[src/pdkr_pkg.sv]
// ----------------------------------------------------------------------------
// pdkr_pkg: shared types and constants for the pad debounce / key repeat block
// Field widths, register indexes, scan prefix and tick arithmetic helpers.
// ----------------------------------------------------------------------------
package pdkr_pkg;

  // tick counter width inside the block
  localparam int TICK_BITS = 32;

  // field widths
  localparam int PKT_BITS_W  = 7;
  localparam int WORD_W      = 32;
  localparam int BTN_W       = 13;
  localparam int DELAY_W     = 16;
  localparam int COUNT_W     = 8;
  localparam int EXT_TICK_W  = 32;

  // stream payload widths, padded to whole bytes
  localparam int IN_DATA_W   = 104;
  localparam int OUT_DATA_W  = 48;

  // configuration port
  localparam int CFG_ADDR_W  = 8;
  localparam int CFG_DATA_W  = 16;

  // configuration register indexes
  localparam logic [CFG_ADDR_W-1:0] REG_MIN_PACKET_BITS = 8'd0;
  localparam logic [CFG_ADDR_W-1:0] REG_BUTTON_MASK     = 8'd1;
  localparam logic [CFG_ADDR_W-1:0] REG_DIRECTION_MASK  = 8'd2;
  localparam logic [CFG_ADDR_W-1:0] REG_REPEAT_DELAY    = 8'd3;
  localparam logic [CFG_ADDR_W-1:0] REG_SLOW_PERIOD     = 8'd4;
  localparam logic [CFG_ADDR_W-1:0] REG_FAST_PERIOD     = 8'd5;
  localparam logic [CFG_ADDR_W-1:0] REG_SLOW_REPEATS    = 8'd6;

  // register reset values
  localparam logic [PKT_BITS_W-1:0] RST_MIN_PACKET_BITS = 7'd90;
  localparam logic [BTN_W-1:0]      RST_BUTTON_MASK     = 13'd8063;
  localparam logic [BTN_W-1:0]      RST_DIRECTION_MASK  = 13'd15;
  localparam logic [DELAY_W-1:0]    RST_REPEAT_DELAY    = 16'd30;
  localparam logic [DELAY_W-1:0]    RST_SLOW_PERIOD     = 16'd6;
  localparam logic [DELAY_W-1:0]    RST_FAST_PERIOD     = 16'd1;
  localparam logic [COUNT_W-1:0]    RST_SLOW_REPEATS    = 8'd20;

  // packet header check and button position
  localparam logic [WORD_W-1:0] SCAN_MASK    = 32'hfffff0f0;
  localparam logic [WORD_W-1:0] SCAN_PREFIX  = 32'h01000000;
  localparam int                BUTTON_SHIFT = 17;

  typedef logic [TICK_BITS-1:0] tick_t;
  typedef logic [BTN_W-1:0]     btn_t;

  // true when tick a lies strictly after tick b, with wraparound
  function automatic logic tick_after(input tick_t a, input tick_t b);
    tick_t d;
    d = b - a;
    return d[TICK_BITS-1];
  endfunction

endpackage

[src/pad_debounce_key_repeat.sv]
// ----------------------------------------------------------------------------
// pad_debounce_key_repeat: controller button debouncer with auto repeat
// Filters received pad packets, debounces the button set over two samples,
// publishes changes with their tick and raises timed repeat events.
// ----------------------------------------------------------------------------
// The result of an accepted input transaction is registered and shown in the cycle after it.
// Throughput: one transaction per cycle; the single output register lets
// the next packet in whenever the current result is taken in the same cycle.
// State update and result come from one pass of compare/add logic per packet.
// Reset (rst, synchronous): registers return to their defaults, all tracking
// state clears to zero and the output channel goes empty.
module pad_debounce_key_repeat (
  input  logic                                clk,
  input  logic                                rst,
  // input stream, tdata fields from bit 0 up:
  // packet_bits[6:0], header_word[38:7], button_word[70:39], now_tick[102:71]
  input  logic                                s_axis_tvalid,
  output logic                                s_axis_tready,
  input  logic [pdkr_pkg::IN_DATA_W-1:0]      s_axis_tdata,
  // result stream, tdata fields from bit 0 up:
  // buttons[12:0], changed[13], repeat_fire[14], last_change_tick[46:15]
  output logic                                m_axis_tvalid,
  input  logic                                m_axis_tready,
  output logic [pdkr_pkg::OUT_DATA_W-1:0]     m_axis_tdata,
  // configuration write channel
  input  logic                                cfg_valid,
  output logic                                cfg_ready,
  input  logic [pdkr_pkg::CFG_ADDR_W-1:0]     cfg_addr,
  input  logic [pdkr_pkg::CFG_DATA_W-1:0]     cfg_data
);
  import pdkr_pkg::*;

  // configuration registers
  logic [PKT_BITS_W-1:0] min_packet_bits;
  btn_t                  button_mask;
  btn_t                  direction_mask;
  logic [DELAY_W-1:0]    repeat_delay;
  logic [DELAY_W-1:0]    slow_period;
  logic [DELAY_W-1:0]    fast_period;
  logic [COUNT_W-1:0]    slow_repeats;

  // tracking state
  tick_t                 last_seen_tick, last_seen_tick_next;
  btn_t                  previous_sample, previous_sample_next;
  btn_t                  held_buttons, held_buttons_next;
  tick_t                 repeat_due_tick, repeat_due_tick_next;
  logic [COUNT_W-1:0]    slow_left, slow_left_next;
  tick_t                 change_time, change_time_next;

  // output register
  btn_t                  out_buttons;
  logic                  out_changed;
  logic                  out_fire;
  logic [EXT_TICK_W-1:0] out_change_tick;

  // input field unpacking
  logic [PKT_BITS_W-1:0] in_packet_bits;
  logic [WORD_W-1:0]     in_header_word;
  logic [WORD_W-1:0]     in_button_word;
  tick_t                 now;
  logic [WORD_W-1:0]     shifted_word;
  btn_t                  sample;
  logic                  in_accept;
  logic                  packet_ok;
  logic                  changed_next;
  logic                  fire_next;

  assign in_packet_bits = s_axis_tdata[6:0];
  assign in_header_word = s_axis_tdata[38:7];
  assign in_button_word = s_axis_tdata[70:39];
  assign now            = TICK_BITS'(s_axis_tdata[102:71]);
  assign shifted_word   = in_button_word >> BUTTON_SHIFT;
  assign sample         = shifted_word[BTN_W-1:0] & button_mask;

  // handshakes
  assign s_axis_tready = !m_axis_tvalid || m_axis_tready;
  assign in_accept     = s_axis_tvalid && s_axis_tready;
  assign cfg_ready     = 1'b1;

  // configuration writes, unknown indexes ignored
  always_ff @(posedge clk) begin
    if (rst) begin
      min_packet_bits <= RST_MIN_PACKET_BITS;
      button_mask     <= RST_BUTTON_MASK;
      direction_mask  <= RST_DIRECTION_MASK;
      repeat_delay    <= RST_REPEAT_DELAY;
      slow_period     <= RST_SLOW_PERIOD;
      fast_period     <= RST_FAST_PERIOD;
      slow_repeats    <= RST_SLOW_REPEATS;
    end else if (cfg_valid && cfg_ready) begin
      case (cfg_addr)
        REG_MIN_PACKET_BITS: min_packet_bits <= cfg_data[PKT_BITS_W-1:0];
        REG_BUTTON_MASK:     button_mask     <= cfg_data[BTN_W-1:0];
        REG_DIRECTION_MASK:  direction_mask  <= cfg_data[BTN_W-1:0];
        REG_REPEAT_DELAY:    repeat_delay    <= cfg_data;
        REG_SLOW_PERIOD:     slow_period     <= cfg_data;
        REG_FAST_PERIOD:     fast_period     <= cfg_data;
        REG_SLOW_REPEATS:    slow_repeats    <= cfg_data[COUNT_W-1:0];
        default: ;
      endcase
    end
  end

  // packet filter: long enough, scan header, new tick
  assign packet_ok = (in_packet_bits >= min_packet_bits) &&
                     ((in_header_word & SCAN_MASK) == SCAN_PREFIX) &&
                     (now != last_seen_tick);

  // debounce, publish and repeat decision
  always_comb begin
    last_seen_tick_next  = last_seen_tick;
    previous_sample_next = previous_sample;
    held_buttons_next    = held_buttons;
    repeat_due_tick_next = repeat_due_tick;
    slow_left_next       = slow_left;
    change_time_next     = change_time;
    changed_next         = 1'b0;
    fire_next            = 1'b0;
    if (packet_ok) begin
      last_seen_tick_next = now;
      priority if (sample != previous_sample) begin
        previous_sample_next = sample;
      end else if (sample != held_buttons) begin
        held_buttons_next    = sample;
        change_time_next     = now;
        repeat_due_tick_next = now + TICK_BITS'(repeat_delay);
        slow_left_next       = slow_repeats;
        changed_next         = 1'b1;
      end else if (((sample & direction_mask) != '0) &&
                   tick_after(now, repeat_due_tick)) begin
        fire_next = 1'b1;
        if (slow_left != '0) begin
          slow_left_next       = slow_left - 1'b1;
          repeat_due_tick_next = repeat_due_tick + TICK_BITS'(slow_period);
        end else begin
          repeat_due_tick_next = repeat_due_tick + TICK_BITS'(fast_period);
        end
      end
    end
  end

  // state registers, updated per accepted transaction
  always_ff @(posedge clk) begin
    if (rst) begin
      last_seen_tick  <= '0;
      previous_sample <= '0;
      held_buttons    <= '0;
      repeat_due_tick <= '0;
      slow_left       <= '0;
      change_time     <= '0;
    end else if (in_accept) begin
      last_seen_tick  <= last_seen_tick_next;
      previous_sample <= previous_sample_next;
      held_buttons    <= held_buttons_next;
      repeat_due_tick <= repeat_due_tick_next;
      slow_left       <= slow_left_next;
      change_time     <= change_time_next;
    end
  end

  // output valid
  always_ff @(posedge clk) begin
    if (rst) begin
      m_axis_tvalid <= 1'b0;
    end else if (s_axis_tready) begin
      m_axis_tvalid <= s_axis_tvalid;
    end
  end

  // output payload
  always_ff @(posedge clk) begin
    if (in_accept) begin
      out_buttons     <= held_buttons_next;
      out_changed     <= changed_next;
      out_fire        <= fire_next;
      out_change_tick <= EXT_TICK_W'(change_time_next);
    end
  end

  assign m_axis_tdata = {1'b0, out_change_tick, out_fire, out_changed, out_buttons};

  // a result never reports a change and a repeat together
  assert property (@(posedge clk) disable iff (rst)
    m_axis_tvalid |-> !(out_changed && out_fire))
    else $error("change and repeat raised together");

  // a published change agrees with the debounce sample it came from
  assert property (@(posedge clk) disable iff (rst)
    (m_axis_tvalid && out_changed) |-> (held_buttons == previous_sample &&
                                        out_buttons == held_buttons))
    else $error("published set differs from debounced sample");

  // reset empties the output channel
  assert property (@(posedge clk) rst |=> !m_axis_tvalid)
    else $error("output valid after reset");

  // a repeat only fires for a held set that has a direction bit
  assert property (@(posedge clk) disable iff (rst)
    (m_axis_tvalid && out_fire) |-> ((out_buttons & direction_mask) != '0))
    else $error("repeat without direction button");

endmodule
[config.mk]
export PLATFORM = sky130hd
export DESIGN_NAME = pad_debounce_key_repeat
export DESIGN_NICKNAME = d
export VERILOG_FILES = /design/src/pdkr_pkg.sv /design/src/pad_debounce_key_repeat.sv
export SDC_FILE = /design/constraint.sdc
export NUM_CORES = 1
export LEC_CHECK = 0
export BUFFER_PORTS_ARGS = -buffer_cell sky130_fd_sc_hd__buf_2
export CAP_MARGIN = 20
export CORE_MARGIN = 1
export CORE_UTILIZATION = 64
export DETAILED_ROUTE_END_ITERATION = 16
export MAX_ROUTING_LAYER = met4
export PLACE_DENSITY_LB_ADDON = 0.08
export SYNTH_ARGS = -nofsm -noshare
export SYNTH_HDL_FRONTEND = slang
export SYNTH_SLANG_ARGS = --single-unit
[constraint.sdc]
create_clock -name clk -period 9.24 [get_ports clk]
set_input_delay 1.848 -clock clk [delete_from_list [all_inputs] [get_ports clk]]
set_output_delay 1.848 -clock clk [all_outputs]
set_load 0.01 [all_outputs]
## Word level (Yosys, flattened, before mapping)

Cells that the tools add are included.

- Input bits: 133
- Flip-flop bits (word level): 267

- Reductions and logical operators: 24
- Add/sub/neg operators: 5
- Magnitude comparators: 1
- Mux-type cells: 14
- Bitwise logic cells: 4
- Eq/ne operators: 10

Operators with widths:

| cell | number |
|---|---|
| $mux 32 | 6 |
| $add 32x16->32 | 3 |
| $mux 13 | 3 |
| $ne 32x32->1 | 1 |
| $sub 32x32->32 | 1 |
| $and 13x13->13 | 2 |
| $ne 13x13->1 | 2 |
| $eq 24x17->1 const B | 1 |
| $eq 8x3->1 const B | 3 |
| $mux 8 | 3 |
| $eq 8x2->1 const B | 2 |
| $reduce_and 2->1 | 8 |
| $reduce_bool 13->1 | 1 |
| $eq 8x1->1 const B | 1 |
| $logic_not 8->1 | 1 |
| $reduce_bool 8->1 | 1 |
| $sub 8x1->8 const B | 1 |
| $ge 7x7->1 | 1 |
| $reduce_and 5->1 | 1 |
| $logic_and 1x1->1 | 4 |
| $reduce_and 4->1 | 1 |
| $reduce_bool 2->1 | 2 |
| $reduce_and 3->1 | 1 |
| $reduce_or 3->1 | 1 |
| 5 further kinds | 7 |

## Logic depth before layout (Yosys ltp)

Gate-level depths: netlist of run 1.

- Word-level depth: 6
- Depth in mapped cells: 18

## Worst setup path before layout of run 1

OpenSTA, ideal clock, no wires.

- Path type: input port to flip-flop
- Start point: in m_axis_tready
- End point: reg previous_sample[10]
- Path buffers: 4
- Required time: 9.112 ns
- Data arrival time: 4.778 ns
- Cell stages on the path: 10
- Path slack: 4.335 ns
- Path through: nand2b_1 and2_1 clkbuf_1 and4_1 buf_2 and2b_1 clkbuf_1 buf_4 mux2i_1 nor2_1

- Cells in the longest elaborated chain, start to end: 3

Ends and longest elaborated chain:

| what | line | source |
|---|---|---|
| start, declared | pad_debounce_key_repeat.sv:23 | `input logic m_axis_tready,` |
| $logic_or 1x1->1 | pad_debounce_key_repeat.sv:76 | `assign s_axis_tready = !m_axis_tvalid \|\| m_axis_tready;` |
| $logic_and 1x1->1 | pad_debounce_key_repeat.sv:77 | `assign in_accept = s_axis_tvalid && s_axis_tready;` |
| net in_accept | pad_debounce_key_repeat.sv:63 | `logic in_accept;` |
| $reduce_and 3->1 (no line) | - |  |
| end signal, assigned | pad_debounce_key_repeat.sv:153 | `previous_sample <= previous_sample_next;` |
| end, declared | pad_debounce_key_repeat.sv:44 | `btn_t previous_sample, previous_sample_next;` |

The timed path passes the listed nets, and every way through them passes these cells.
A chain may end at the register's enable or synchronous reset.

## Worst setup path after layout of run 1

- Start point: in s_axis_tdata[0] in the netlist's numbering
- End point: reg previous_sample[9]

- Cells in the longest elaborated chain, start to end: 4

Ends and longest elaborated chain:

| what | line | source |
|---|---|---|
| start, declared | pad_debounce_key_repeat.sv:19 | `input logic [pdkr_pkg::IN_DATA_W-1:0] s_axis_tdata,` |
| $ge 7x7->1 | pad_debounce_key_repeat.sv:105 | `assign packet_ok = (in_packet_bits >= min_packet_bits) &&` |
| $logic_and 1x1->1 | pad_debounce_key_repeat.sv:105 |  |
| $logic_and 1x1->1 | pad_debounce_key_repeat.sv:106 | `((in_header_word & SCAN_MASK) == SCAN_PREFIX) &&` |
| $reduce_and 3->1 (no line) | - |  |

Every way passes these cells.

==> results of run 1 <==
## placed cells by master (no fill, tap or decap), drive strengths merged, types with 9 or more instances in the layout
cell,synthesis,final
mux2,45,45
nor4,26,26
edfxtp,47,47
a21o,15,15
xor2,9,9
a31oi,23,23
and2,21,21
a311oi,12,12
nor2,112,112
clkbuf,57,43
nand3,39,39
nand4,31,31
o21ai,52,52
a21oi,152,152
dfxtp,220,220
inv,54,54
buf,56,168
mux2i,91,91
a22oi,9,9
and3,17,17
nand2,338,338
nand2b,9,9
nor3,22,22
a211oi,15,15
xnor2,79,79
ha,70,70
## flip-flops by register name, summed over array words and instances, names as in the netlist, 7 cells and up
| name | count |
|---|---|
| button_mask | 13 |
| change_time | 32 |
| direction_mask | 13 |
| fast_period | 16 |
| held_buttons | 13 |
| last_seen_tick | 32 |
| min_packet_bits | 7 |
| out_buttons | 13 |
| out_change_tick | 32 |
| previous_sample | 13 |
| repeat_delay | 16 |
| repeat_due_tick | 32 |
| slow_left | 8 |
| slow_period | 16 |
| slow_repeats | 8 |
## tightest hold or removal path, stage by stage, from the launching register on
cell	delay, ns
dfxtp_1	0.31
nand2_1	0.05
a21oi_1	0.05
## layer usage
| metal | global-route usage | wire [µm] | vias to the layer above | part of all wire |
|---|---|---|---|---|
| li1 | - | - | 6276 | - |
| met2 | 0.527 | 17700 | 556 | 0.45 |
| met5 | - | 0 | - | 0 |
| met4 | 0.108 | 1260 | 0 | 0.032 |
| met1 | 0.445 | 17300 | 6100 | 0.44 |
| met3 | 0.0384 | 2860 | 82 | 0.073 |
## worst paths after layout
path / from / end / slack [ns] / cells after the start
hold / removal: change_time[25]$_SDFFE_PP0P_ / change_time[25]$_SDFFE_PP0P_ / 0.45 / 2
setup / recovery: s_axis_tdata[0] / previous_sample[9]$_SDFFE_PP0P_ / 4.30 / 11
hold reg to reg: change_time[25]$_SDFFE_PP0P_ / change_time[25]$_SDFFE_PP0P_ / 0.45 / 2
setup reg to reg: slow_left[3]$_SDFFE_PP0P_ / repeat_due_tick[27]$_SDFFE_PP0P_ / 4.78 / 15
## logic make-up after synthesis
group	Yosys count
other	2
DFF	267
AOI/OAI and AO/OA	346
buffers and inverters	168
muxes	136
adders and majority gates	72
xor gates and xnor gates	88
and+or+nand+nor	654
## report_power, final
group          total, µW  switching [µW]  internal [µW]  leakage [µW]
Sequential          1190            2.26           1190       0.00225
Combinational        171             113           57.4       0.00397
Clock               1200             474            722      0.000481
Total               2560             589           1970       0.00670
## final cells by class
| type | count | area [µm²] |
|---|---|---|
| Timing Repair Buffer | 168 | 905 |
| Fill cell | 1785 | 6100 |
| Inverter | 55 | 206 |
| Clock inverter | 9 | 129 |
| Clock buffer | 43 | 858 |
| Sequential cell | 267 | 5820 |
| Multi-Input combinational cell | 1298 | 8340 |
| Tap cell | 285 | 357 |
## through the flow
step / util / cells / setup slack (ns) / hold WS, ns / total power [µW]
finish: 0.731 / 2125 / 4.30 / 0.453 / 2560
global route: 0.731 / 2125 / 4.12 / 0.468 / 2630
CTS: 0.730 / 2122 / 4.34 / 0.454 / 2570
detailed placement: 0.686 / 2070 / 3.76 / 0.445 / 1390
global placement: 0.686 / 2070 / 3.87 / 0.439 / 1380
floorplan: - / 1733 / 4.33 / 0.433 / 1320
==> impl_table.tex, run 1 <==
\begin{tabular}{lr}
\hline
Metric & Value \\
\hline
\multicolumn{2}{l}{\textbf{Timing}} \\
Post-route fraction of the period consumed by the critical path & 0.535 \\
Setup repair after global routing missed its margin & false \\
Relative max-transition margin & 0.240 \\
Total negative slack for setup checks & 0 ns \\
Post-route minimum period & approximately 4.9 ns \\
Maximum achievable frequency & 202 MHz \\
Total of endpoints with negative setup slack in the final report & 0 \\
Pin slew with the least headroom to its limit & between 1 and 1.5 ns \\
Slew Viols, Final & 0 \\
Final clock skew & about 0.008 ns \\
Final count of hold timing violations & 0 \\
\multicolumn{2}{l}{\textbf{Power and ir drop}} \\
Standby leakage power & 0.00670 µW \\
Pwr Density & 154 nW/µm² \\
Maximum ir drop on the vdd rail & around 0.00018 V \\
\multicolumn{2}{l}{\textbf{Clocking}} \\
H-tree level count & 1 \\
Buffers inserted by post-CTS timing repair & 0 \\
Root Buffer & clkbuf\_16 \\
Hold buffer count at cts & 0 \\
TritonCTS clock tree & done \\
Clock network latency to the later pin of the worst-skew pair & 0.55 ns \\
Clock transition time at the flip-flop clock pins of the worst setup and hold paths & about 0.060 ns \\
CTS resizes & 0 \\
Longest Clk Path Bufs & 3 \\
Sinks on Clock Net & 267 \\
CTS Buf Count & 28 \\
\multicolumn{2}{l}{\textbf{Detailed routing}} \\
Detailed-route vias per instance & $\sim$6 \\
Number of DRC violations after detailed routing & 0 \\
Average detailed-routed wire length per instance & about 18 µm \\
DR pass1 iterations & 6 \\
Post-route antenna net violation count & 0 \\
Routed wire length & a little under 40000 µm \\
Iteration-0 DRC count of the detailed router & about 900 \\
Via count of the routed design & 13000 \\
\multicolumn{2}{l}{\textbf{Floorplan}} \\
Area of the die & roughly 24000 µm² \\
Boundary Pins & between 150 and 200 \\
Die extent in y & 154 µm \\
Core Area & roughly 23000 µm² \\
Starting Density & 0.654 \\
Chip width & about 150 µm \\
Row Count & 55 \\
\multicolumn{2}{l}{\textbf{Logic synthesis}} \\
Proportion of synthesized flip-flops having asynchronous set or reset & 0 \\
Simple-gate area share of the yosys netlist & 0.200 \\
Number of distinct library cell variants in the gate-level netlist after synthesis & 75 \\
Sequential share of the synthesized area & 0.392 \\
FF+latch count, synth & about 270 \\
Average cell area after synthesis & approximately 8.6 µm² \\
Synth Net Count & roughly 1900 \\
Synth Flop Type & dfxtp\_1 \\
Gate Count Post-Synth & approximately 1700 \\
YS warnings & 0 \\
Post-Synthesis Cell Area & between 10000 and 15000 µm² \\
Yosys top cell by area & dfxtp\_1 \\
Top cells by area, synth & dfxtp\_1 (30\%), edfxtp\_1 (9.5\%), nand2\_1 (8.5\%) \\
Multiplexer fraction of the synthesized cell area & 0.0955 \\
Number of enable-type register cells in the synthesized netlist & 47 \\
Post-synthesis share of cell area spent on xor and xnor gates & 0.0529 \\
Area share of the leading cell type in the synthesized netlist & 0.297 \\
Most used standard cell by instance count after synthesis & nand2\_1 \\
Post-Synth Adder-Cell Area & 0.0617 \\
Largest family of logic cells by synthesized area & simple AND/OR/NAND/NOR gates \\
Leading post-synthesis cells by instance count & nand2\_1 (337), dfxtp\_1 (220), a21oi\_1 (152) \\
Compound-gate portion of the synthesized area & 0.148 \\
\multicolumn{2}{l}{\textbf{GRT}} \\
Via count of the first global-routing pass & $\sim$12000 \\
Maximum number of pins on one net before global-route repair & between 100 and 150 \\
Global-route wire length before repair & 61800 µm \\
Total global-route track usage & 0.332 \\
Number of antenna violations at the first check in global routing & 0 \\
Sum of overflow across all layers after global routing & 0 \\
\multicolumn{2}{l}{\textbf{Finish}} \\
Final layout net count & about 2000 \\
Area delta synth->final & 11.9\% \\
Final Cell Area & 16600 µm² \\
Share of cells above drive strength 1 & 0.156 \\
Antenna Cells & 0 \\
\multicolumn{2}{l}{\textbf{Placement}} \\
Post-DP HPWL & around 27000 µm \\
Count of buffers from port buffering & roughly 150 \\
Placed inst area & between 15000 and 20000 µm² \\
Last weighted congestion value of the routability-driven placer & just under 0.9 \\
\multicolumn{2}{l}{\textbf{Critical path}} \\
Startpoint-to-endpoint class of the critical path & primary input to flop \\
Kind of end point of the critical path & flop \\
Worst setup SP type & primary input \\
Crit-path leading delay family & simple AND/OR/NAND/NOR gates \\
CP cell instances & buf\_2, inv\_1, ha\_1, nor2b\_1, o21ai\_0, a31oi\_1, o21ai\_1, and4\_2, and2b\_1, mux2i\_1, nor2\_1 \\
Total buffers and inverters traversed by the critical path & 2 \\
Maximum fanout along the worst path & 33 \\
Worst endpoint data arrival time & 5.34 ns \\
Slowest CP cell & and4\_2 \\
Required time at the endpoint of the critical path & just under 10 ns \\
Biggest cell delay along the critical path & between 1 and 1.5 ns \\
\multicolumn{2}{l}{\textbf{Status}} \\
Run status & finished, final reports clean \\
\multicolumn{2}{l}{\textbf{Job}} \\
Maxcap violations & 0 \\
\multicolumn{2}{l}{\textbf{Min path}} \\
Worst hold-check path type & flop to flop \\
\hline
\end{tabular}
(Power assumes the default switching activity.)
==> inputs of run 2 (changes only) <==
CORE_UTILIZATION = 53   (was 64)
clock period = 4.1 ns   (was 9.24 ns; I/O delays follow)
==> run 2 against run 1 <==
Sequential share of layout area down 1.0 points. Die area up 20%. Combinational power up 140%. Sequential cell count unchanged. Routed wire length up 2.6%. Clock-buffer cell count unchanged. Global-route usage down 4.3 points. Cell count up 6.7%. Worst hold slack worse by 0.0028 ns. Sequential power up 130%. Clock skew up 0.0096 ns. Final area up 3.0%. Critical path type is now flop to flop. Critical endpoint is now repeat_due_tick[26]$_SDFFE_PP0P_.
==> impl_table.tex, run 2 (synthesis results as in run 1) <==
\begin{tabular}{lr}
\hline
Metric & Value \\
\hline
\multicolumn{2}{l}{\textbf{Floorplan}} \\
Area of the die & 28700 µm² (was 23800 µm²) \\
Core Area & 27300 µm² (was 22700 µm²) \\
Die extent in y & 169 µm (was 154 µm) \\
Row Count & 60 (was 55) \\
Boundary Pins & 184 (unchanged) \\
Starting Density & 0.545 (was 0.654) \\
Chip width & 169 µm (was 154 µm) \\
\multicolumn{2}{l}{\textbf{Power and ir drop}} \\
Switch share & 0.234 (was 0.230) \\
Pwr Density & 331 nW/µm² (was 154 nW/µm²) \\
Gate power share & 0.072 (was 0.067) \\
Clk pwr share & 0.453 (was 0.467) \\
Net Sw Power & 1330 µW (was 589 µW) \\
PnR Total Power & 5660 µW (was 2560 µW) \\
Standby leakage power & 0.00696 µW (was 0.00670 µW) \\
Maximum ir drop on the vdd rail & 0.000290 V (was 0.000184 V) \\
Internal power contribution & 4330 µW (was 1970 µW) \\
Relative contribution of sequential cells to total power & 0.476 (was 0.467) \\
\multicolumn{2}{l}{\textbf{Critical path}} \\
Startpoint-to-endpoint class of the critical path & flop to flop (was primary input to flop) \\
Required time at the endpoint of the critical path & 4.55 ns (was 9.64 ns) \\
Total buffers and inverters traversed by the critical path & 4 (was 2) \\
Startpoint of the most critical register-to-register path & slow\_left[0]\$\_SDFFE\_PP0P\_ (was slow\_left[3]\$\_SDFFE\_PP0P\_) \\
CP cell instances & inv\_1, ha\_1, nand3b\_1, nor3\_4, nand2\_1, nand2\_1, ha\_1, inv\_1, fa\_1, nor2b\_1, o2111ai\_1, a31o\_2, o211ai\_1, buf\_4, nand2\_1, buf\_4, o31ai\_1, a31oi\_1, a211oi\_1 (was buf\_2, inv\_1, ha\_1, nor2b\_1, o21ai\_0, a31oi\_1, o21ai\_1, and4\_2, and2b\_1, mux2i\_1, nor2\_1) \\
Maximum fanout along the worst path & 4 (was 33) \\
Worst endpoint data arrival time & 4.19 ns (was 5.34 ns) \\
Kind of end point of the critical path & flop (unchanged) \\
Capturing point of the worst reg2reg path & repeat\_due\_tick[26]\$\_SDFFE\_PP0P\_ (was repeat\_due\_tick[27]\$\_SDFFE\_PP0P\_) \\
Worst setup SP type & flop (was primary input) \\
Setup slack of the worst register-to-register path & 0.36 ns (was 4.78 ns) \\
Number of cells on the critical path & 19 (was 11) \\
Depth of the worst register-to-register path & 19 (was 15) \\
Crit-path leading delay family & compound AO/OA/AOI/OAI gates (was simple AND/OR/NAND/NOR gates) \\
Biggest cell delay along the critical path & 0.38 ns (was 1.09 ns) \\
CP dominant cell by count & nand2\_1 \\
Slowest CP cell & fa\_1 (was and4\_2) \\
\multicolumn{2}{l}{\textbf{Finish}} \\
Leading cell types in the layout, fill and taps excluded & nand2\_1 (337), dfxtp\_1 (220), a21oi\_1 (152), buf\_2 (152), nor2\_1 (109) (unchanged) \\
Final layout net count & 2080 (was 2023) \\
Share of cells above drive strength 1 & 0.182 (was 0.156) \\
Antenna Cells & 0 (unchanged) \\
Area delta synth->final & 15.2\% (was 11.9\%) \\
Most frequent standard cell in the layout excluding fill and tap cells & nand2\_1 (unchanged) \\
Final Core Density & 0.628 (was 0.731) \\
Final Cell Area & 17100 µm² (was 16600 µm²) \\
\multicolumn{2}{l}{\textbf{Detailed routing}} \\
Detailed-route vias per instance & 5.71 (was 6.12) \\
Via count of the routed design & 13000 (about the same) \\
Iteration-0 DRC count of the detailed router & 1025 (was 888) \\
Number of DRC violations after detailed routing & 0 (unchanged) \\
Routed wire length & 40200 µm (was 39200 µm) \\
DR pass1 iterations & 6 (unchanged) \\
Post-route antenna net violation count & 0 (unchanged) \\
Average detailed-routed wire length per instance & 17.7 µm (was 18.4 µm) \\
\multicolumn{2}{l}{\textbf{Placement}} \\
Placed inst area & 16100 µm² (was 15600 µm²) \\
Last weighted congestion value of the routability-driven placer & 0.901 (was 0.885) \\
Count of buffers from port buffering & 153 (unchanged) \\
Post-DP HPWL & 28900 µm (was 27200 µm) \\
Worst setup slack after placement & 0.199 ns (was 3.76 ns) \\
\multicolumn{2}{l}{\textbf{Clocking}} \\
Root Buffer & clkbuf\_16 (unchanged) \\
H-tree level count & 1 (unchanged) \\
Hold buffer count at cts & 0 (unchanged) \\
Clock network latency to the later pin of the worst-skew pair & 0.55 ns (about the same) \\
Sinks on Clock Net & 267 (unchanged) \\
CTS Buf Count & 29 (was 28) \\
TritonCTS clock tree & done (unchanged) \\
Longest Clk Path Bufs & 3 (unchanged) \\
Clock transition time at the flip-flop clock pins of the worst setup and hold paths & 0.06 ns (about the same) \\
Buffers inserted by post-CTS timing repair & 0 (unchanged) \\
\multicolumn{2}{l}{\textbf{Timing}} \\
Pin slew with the least headroom to its limit & 1.07 ns (was 1.14 ns) \\
Post-route fraction of the period consumed by the critical path & 0.913 \\
Setup repair after global routing missed its margin & true (was false) \\
Relative max-transition margin & 0.286 (was 0.240) \\
Final clock skew & 0.0174 ns (was 0.00779 ns) \\
Maximum achievable frequency & between 200 and 300 MHz \\
Final count of hold timing violations & 0 (unchanged) \\
Final setup margin & 0.358 ns (was 4.30 ns) \\
Post-route minimum period & approximately 3.7 ns \\
Slew Viols, Final & 0 (unchanged) \\
Total of endpoints with negative setup slack in the final report & 0 (unchanged) \\
\multicolumn{2}{l}{\textbf{GRT}} \\
Total global-route track usage & 0.289 (was 0.332) \\
Via count of the first global-routing pass & 12100 (was 11900) \\
Sum of overflow across all layers after global routing & 0 (unchanged) \\
Met3 Usage GRT & 0.0319 (was 0.0384) \\
Number of antenna violations at the first check in global routing & 0 (unchanged) \\
Met2 capacity usage during global routing & 0.442 (was 0.527) \\
Maximum number of pins on one net before global-route repair & 90 (was 114) \\
Global-route wire length before repair & 64600 µm (was 61800 µm) \\
Global routing usage on met1 & 0.407 (was 0.445) \\
Most utilized layer in the global route result & met2 (unchanged) \\
\multicolumn{2}{l}{\textbf{Min path}} \\
Number of instances on the worst hold path & 2 (unchanged) \\
Worst hold-check path type & flop to flop (unchanged) \\
Destination of the worst hold path & change\_time[19]\$\_SDFFE\_PP0P\_ (was change\_time[25]\$\_SDFFE\_PP0P\_) \\
Launch instance of the worst min-delay path & change\_time[19]\$\_SDFFE\_PP0P\_ (was change\_time[25]\$\_SDFFE\_PP0P\_) \\
\multicolumn{2}{l}{\textbf{Job}} \\
Maxcap violations & 0 (unchanged) \\
\multicolumn{2}{l}{\textbf{Status}} \\
Run status & finished, final reports clean (unchanged) \\
\hline
\end{tabular}
[run 2: per-layer routing]
layer / routed length, µm / vias to the layer above
li1: - / 6403
met1: 18800 / 6093
met2: 17800 / 400
met3: 2540 / 65
met4: 979 / 0
met5: 0 / -
[run 2: worst max path at each step]
stage | start | endpoint | slack (ns)
floorplan | m_axis_tready | previous_sample[10]$_SDFFE_PP0P_ | 0.22
finish | slow_left[0]$_SDFFE_PP0P_ | repeat_due_tick[26]$_SDFFE_PP0P_ | 0.36
global route | slow_left[0]$_SDFFE_PP0P_ | repeat_due_tick[24]$_SDFFE_PP0P_ | -0.02
CTS | slow_left[3]$_SDFFE_PP0P_ | repeat_due_tick[26]$_SDFFE_PP0P_ | 0.26
detailed placement | s_axis_tdata[71] | repeat_due_tick[26]$_SDFFE_PP0P_ | 0.20
global placement | s_axis_tdata[71] | repeat_due_tick[26]$_SDFFE_PP0P_ | 0.26
[run 2: area by class of cell]
type,instances,area (µm²)
Fill cell,2453,10100
Multi-Input combinational cell,1298,8360
Sequential cell,267,5820
Timing Repair Buffer,224,1320
Clock buffer,43,858
Tap cell,372,465
Inverter,55,206
Clock inverter,9,81.3
[run 2: timing repair]
action,4_1_cts,5_1_grt
gates resized for setup,0,4
endpoints found under the hold margin,0,0
endpoints found under the setup margin,0,6
[run 2: stage by stage]
stage	instances	setup TNS, ns	hold WS [ns]
5_1_grt	2268	-0.0183	0.469
3_5_place_dp	2216	0	0.445
6_report	2268	0	0.451
4_1_cts	2268	0	0.454
3_3_place_gp	2216	0	0.439
2_1_floorplan	1733	0	0.433
[run 2: power by group through the flow]
stage / Combinational [µW] / Clock [µW] / Sequential, µW
global placement: 395 / 0 / 2750
floorplan: 210 / 0 / 2760
global route: 442 / 2710 / 2690
detailed placement: 400 / 0 / 2750
CTS: 404 / 2600 / 2690
finish: 405 / 2560 / 2690
[run 2: tightest hold or removal path, cell delays in order, from the launching register on]
cell and delay [ns]:
dfxtp_1 0.30, nand2_1 0.05, a21oi_1 0.05
==> inputs of run 3 (changes only) <==
CELL_PAD_IN_SITES_DETAIL_PLACEMENT = 0   (was not set)
CELL_PAD_IN_SITES_GLOBAL_PLACEMENT = 2   (was not set)
CORE_UTILIZATION = 36   (was 53)
clock period = 4.3 ns   (was 4.1 ns; I/O delays follow)
==> run 3 against run 2 <==
Fmax shrank 4.4%. Global-route usage down 4.6 points. Worst setup slack better by 0.030 ns. Sequential power decreased by 4%. Clock-buffer cell count grew 8. Register-to-register slack improved by 0.03 ns. Die area is 47% higher. Final area up 2.9%. Critical path depth unchanged. Utilization fell by 20 points. First-iteration DRC count decreased by 22%. Largest cell class unchanged. Largest power group is now clock. Highest routed layer unchanged.
==> impl_table.tex, run 3 (synthesis results as in run 1) <==
\begin{tabular}{lr}
\hline
Metric & Value \\
\hline
\multicolumn{2}{l}{\textbf{Status}} \\
Run status & finished, final reports clean (unchanged) \\
\multicolumn{2}{l}{\textbf{Finish}} \\
Final Core Density & 0.432 (was 0.628) \\
Most frequent standard cell in the layout excluding fill and tap cells & nand2\_1 (unchanged) \\
Final non-filler cell total & 2438 (was 2268) \\
Final layout net count & 2088 (was 2080) \\
Leading cell types in the layout, fill and taps excluded & nand2\_1 (337), dfxtp\_1 (220), a21oi\_1 (152), buf\_2 (152), nor2\_1 (109) (unchanged) \\
Area delta synth->final & 18.5\% (was 15.2\%) \\
Number of inserted filler cells in the final layout & 4135 (was 2453) \\
Share of cells above drive strength 1 & 0.186 (was 0.182) \\
Antenna Cells & 0 (unchanged) \\
\multicolumn{2}{l}{\textbf{Min path}} \\
Worst hold-check path type & flop to flop (unchanged) \\
Launch instance of the worst min-delay path & change\_time[22]\$\_SDFFE\_PP0P\_ (was change\_time[19]\$\_SDFFE\_PP0P\_) \\
\multicolumn{2}{l}{\textbf{Critical path}} \\
Worst setup SP type & flop (unchanged) \\
Kind of end point of the critical path & flop (unchanged) \\
Capturing point of the worst reg2reg path & repeat\_due\_tick[24]\$\_SDFFE\_PP0P\_ (was repeat\_due\_tick[26]\$\_SDFFE\_PP0P\_) \\
Start point of the critical path & slow\_left[0]\$\_SDFFE\_PP0P\_ (unchanged) \\
Setup slack of the worst register-to-register path & 0.39 ns (was 0.36 ns) \\
Worst endpoint data arrival time & 4.30 ns (was 4.19 ns) \\
Startpoint of the most critical register-to-register path & slow\_left[0]\$\_SDFFE\_PP0P\_ (unchanged) \\
Capture point of the worst path & repeat\_due\_tick[24]\$\_SDFFE\_PP0P\_ (was repeat\_due\_tick[26]\$\_SDFFE\_PP0P\_) \\
Startpoint-to-endpoint class of the critical path & flop to flop (unchanged) \\
Depth of the worst register-to-register path & 19 (unchanged) \\
Maximum fanout along the worst path & 6 (was 4) \\
Required time at the endpoint of the critical path & 4.69 ns (was 4.55 ns) \\
\multicolumn{2}{l}{\textbf{Clocking}} \\
Buffers inserted by post-CTS timing repair & 0 (unchanged) \\
Sinks on Clock Net & 267 (unchanged) \\
TritonCTS clock tree & done (unchanged) \\
Hold buffer count at cts & 0 (unchanged) \\
CTS Buf Count & 34 (was 29) \\
Root Buffer & clkbuf\_16 (unchanged) \\
Clock network latency to the later pin of the worst-skew pair & 0.55 ns (about the same) \\
Longest Clk Path Bufs & 3 (unchanged) \\
Clock transition time at the flip-flop clock pins of the worst setup and hold paths & 0.06 ns (about the same) \\
H-tree level count & 2 (was 1) \\
\multicolumn{2}{l}{\textbf{Detailed routing}} \\
DR pass1 iterations & 5 (was 6) \\
Average detailed-routed wire length per instance & 20.2 µm (was 17.7 µm) \\
Detailed-route vias per instance & 5.27 (was 5.71) \\
Via count of the routed design & 12800 (was 13000) \\
Iteration-0 DRC count of the detailed router & 796 (was 1025) \\
Number of DRC violations after detailed routing & 0 (unchanged) \\
Routed wire length & 49200 µm (was 40200 µm) \\
Post-route antenna net violation count & 0 (unchanged) \\
\multicolumn{2}{l}{\textbf{Floorplan}} \\
Die extent in y & 205 µm (was 169 µm) \\
Chip width & 205 µm (was 169 µm) \\
Starting Density & 0.364 (was 0.545) \\
Boundary Pins & 184 (unchanged) \\
Core Area & 40700 µm² (was 27300 µm²) \\
Area of the die & 42100 µm² (was 28700 µm²) \\
Row Count & 74 (was 60) \\
\multicolumn{2}{l}{\textbf{GRT}} \\
Sum of overflow across all layers after global routing & 0 (unchanged) \\
Total global-route track usage & 0.243 (was 0.289) \\
Via count of the first global-routing pass & 12300 (was 12100) \\
Maximum number of pins on one net before global-route repair & 97 (was 90) \\
Global-route wire length before repair & 74900 µm (was 64600 µm) \\
Number of antenna violations at the first check in global routing & 1 (was 0) \\
\multicolumn{2}{l}{\textbf{Timing}} \\
Total of endpoints with negative setup slack in the final report & 0 (unchanged) \\
Pin slew with the least headroom to its limit & 1.00 ns (was 1.07 ns) \\
Post-route fraction of the period consumed by the critical path & 0.910 (was 0.913) \\
Setup repair after global routing missed its margin & false (was true) \\
Final clock skew & 0.0152 ns (was 0.0174 ns) \\
Final count of hold timing violations & 0 (unchanged) \\
Total negative slack for setup checks & 0 ns (unchanged) \\
Relative max-transition margin & 0.331 (was 0.286) \\
Maximum achievable frequency & 256 MHz (was 267 MHz) \\
Hold Worst Slack & 0.451 ns (about the same) \\
Slew Viols, Final & 0 (unchanged) \\
Post-route minimum period & 3.91 ns (was 3.74 ns) \\
\multicolumn{2}{l}{\textbf{Power and ir drop}} \\
Pwr Density & 337 nW/µm² (was 331 nW/µm²) \\
Maximum ir drop on the vdd rail & 0.000241 V (was 0.000290 V) \\
Standby leakage power & 0.00709 µW (was 0.00696 µW) \\
\multicolumn{2}{l}{\textbf{Placement}} \\
Last weighted congestion value of the routability-driven placer & 0.848 (was 0.901) \\
Post-DP HPWL & 35900 µm (was 28900 µm) \\
Count of buffers from port buffering & 153 (unchanged) \\
Placed instance count & 2378 (was 2216) \\
\multicolumn{2}{l}{\textbf{Job}} \\
Maxcap violations & 0 (unchanged) \\
\hline
\end{tabular}
## run 3: metrics by stage
step	worst slack, ns	power, µW	cell area (µm²)
floorplan	0.383	2840	14800
global placement	0.279	3050	16400
detailed placement	0.295	3050	16400
CTS	0.261	6020	17600
global route	0.0824	6140	17600
finish	0.388	5930	17600
## run 3: per-layer routing
| metal | GRT usage | routed length, µm | vias to the layer above |
|---|---|---|---|
| met5 | - | 0 | - |
| met4 | 0.0735 | 1130 | 0 |
| met3 | 0.0296 | 1920 | 57 |
| met2 | 0.397 | 23700 | 264 |
| met1 | 0.314 | 22500 | 6114 |
| li1 | - | - | 6409 |
## run 3: where the power goes
part           switching (µW)  internal [µW]
clock network            1150           1790
registers                5.88           2560
logic                     279            144
total                    1430           4500
## run 3: timing repair
action                     CTS  global route
setup endpoints to repair    0             2
hold endpoints to repair     0             0
gates resized for setup      0             3
## run 3: cell type report
class | count | area [µm²] | area share
multi-input cells | 1298 | 8360 | 0.475
flip-flops and latches | 267 | 5820 | 0.331
repair buffers | 227 | 1410 | 0.0799
clock buffers | 51 | 1040 | 0.0589
well taps | 532 | 666 | 0.0378
inverters | 55 | 206 | 0.0117
clock inverters | 8 | 108 | 0.00612
## run 3: worst max-delay path: stages, from the launching register on
cell and delay, ns:
dfxtp_1 0.32, inv_1 0.08, ha_1 0.20, nand3b_1 0.17
nor3_2 0.16, buf_4 0.19, nand2_1 0.06, nand2_1 0.10
ha_1 0.18, inv_1 0.06, fa_1 0.37, nor2b_1 0.18
o2111ai_1 0.18, a31o_2 0.31, o211ai_1 0.26, buf_4 0.18
nand2_1 0.16, nor4_1 0.37, nand3b_1 0.15, a31oi_1 0.08
## run 3: worst min-delay path by stage
stage                                   endpoint  cells past startpoint
finish              change_time[22]$_SDFFE_PP0P_                      2
floorplan            button_mask[0]$_SDFFE_PP1P_                      2
CTS                  change_time[0]$_SDFFE_PP0P_                      2
global route         change_time[0]$_SDFFE_PP0P_                      2
detailed placement   change_time[0]$_SDFFE_PP0P_                      2
global placement    change_time[26]$_SDFFE_PP0P_                      2
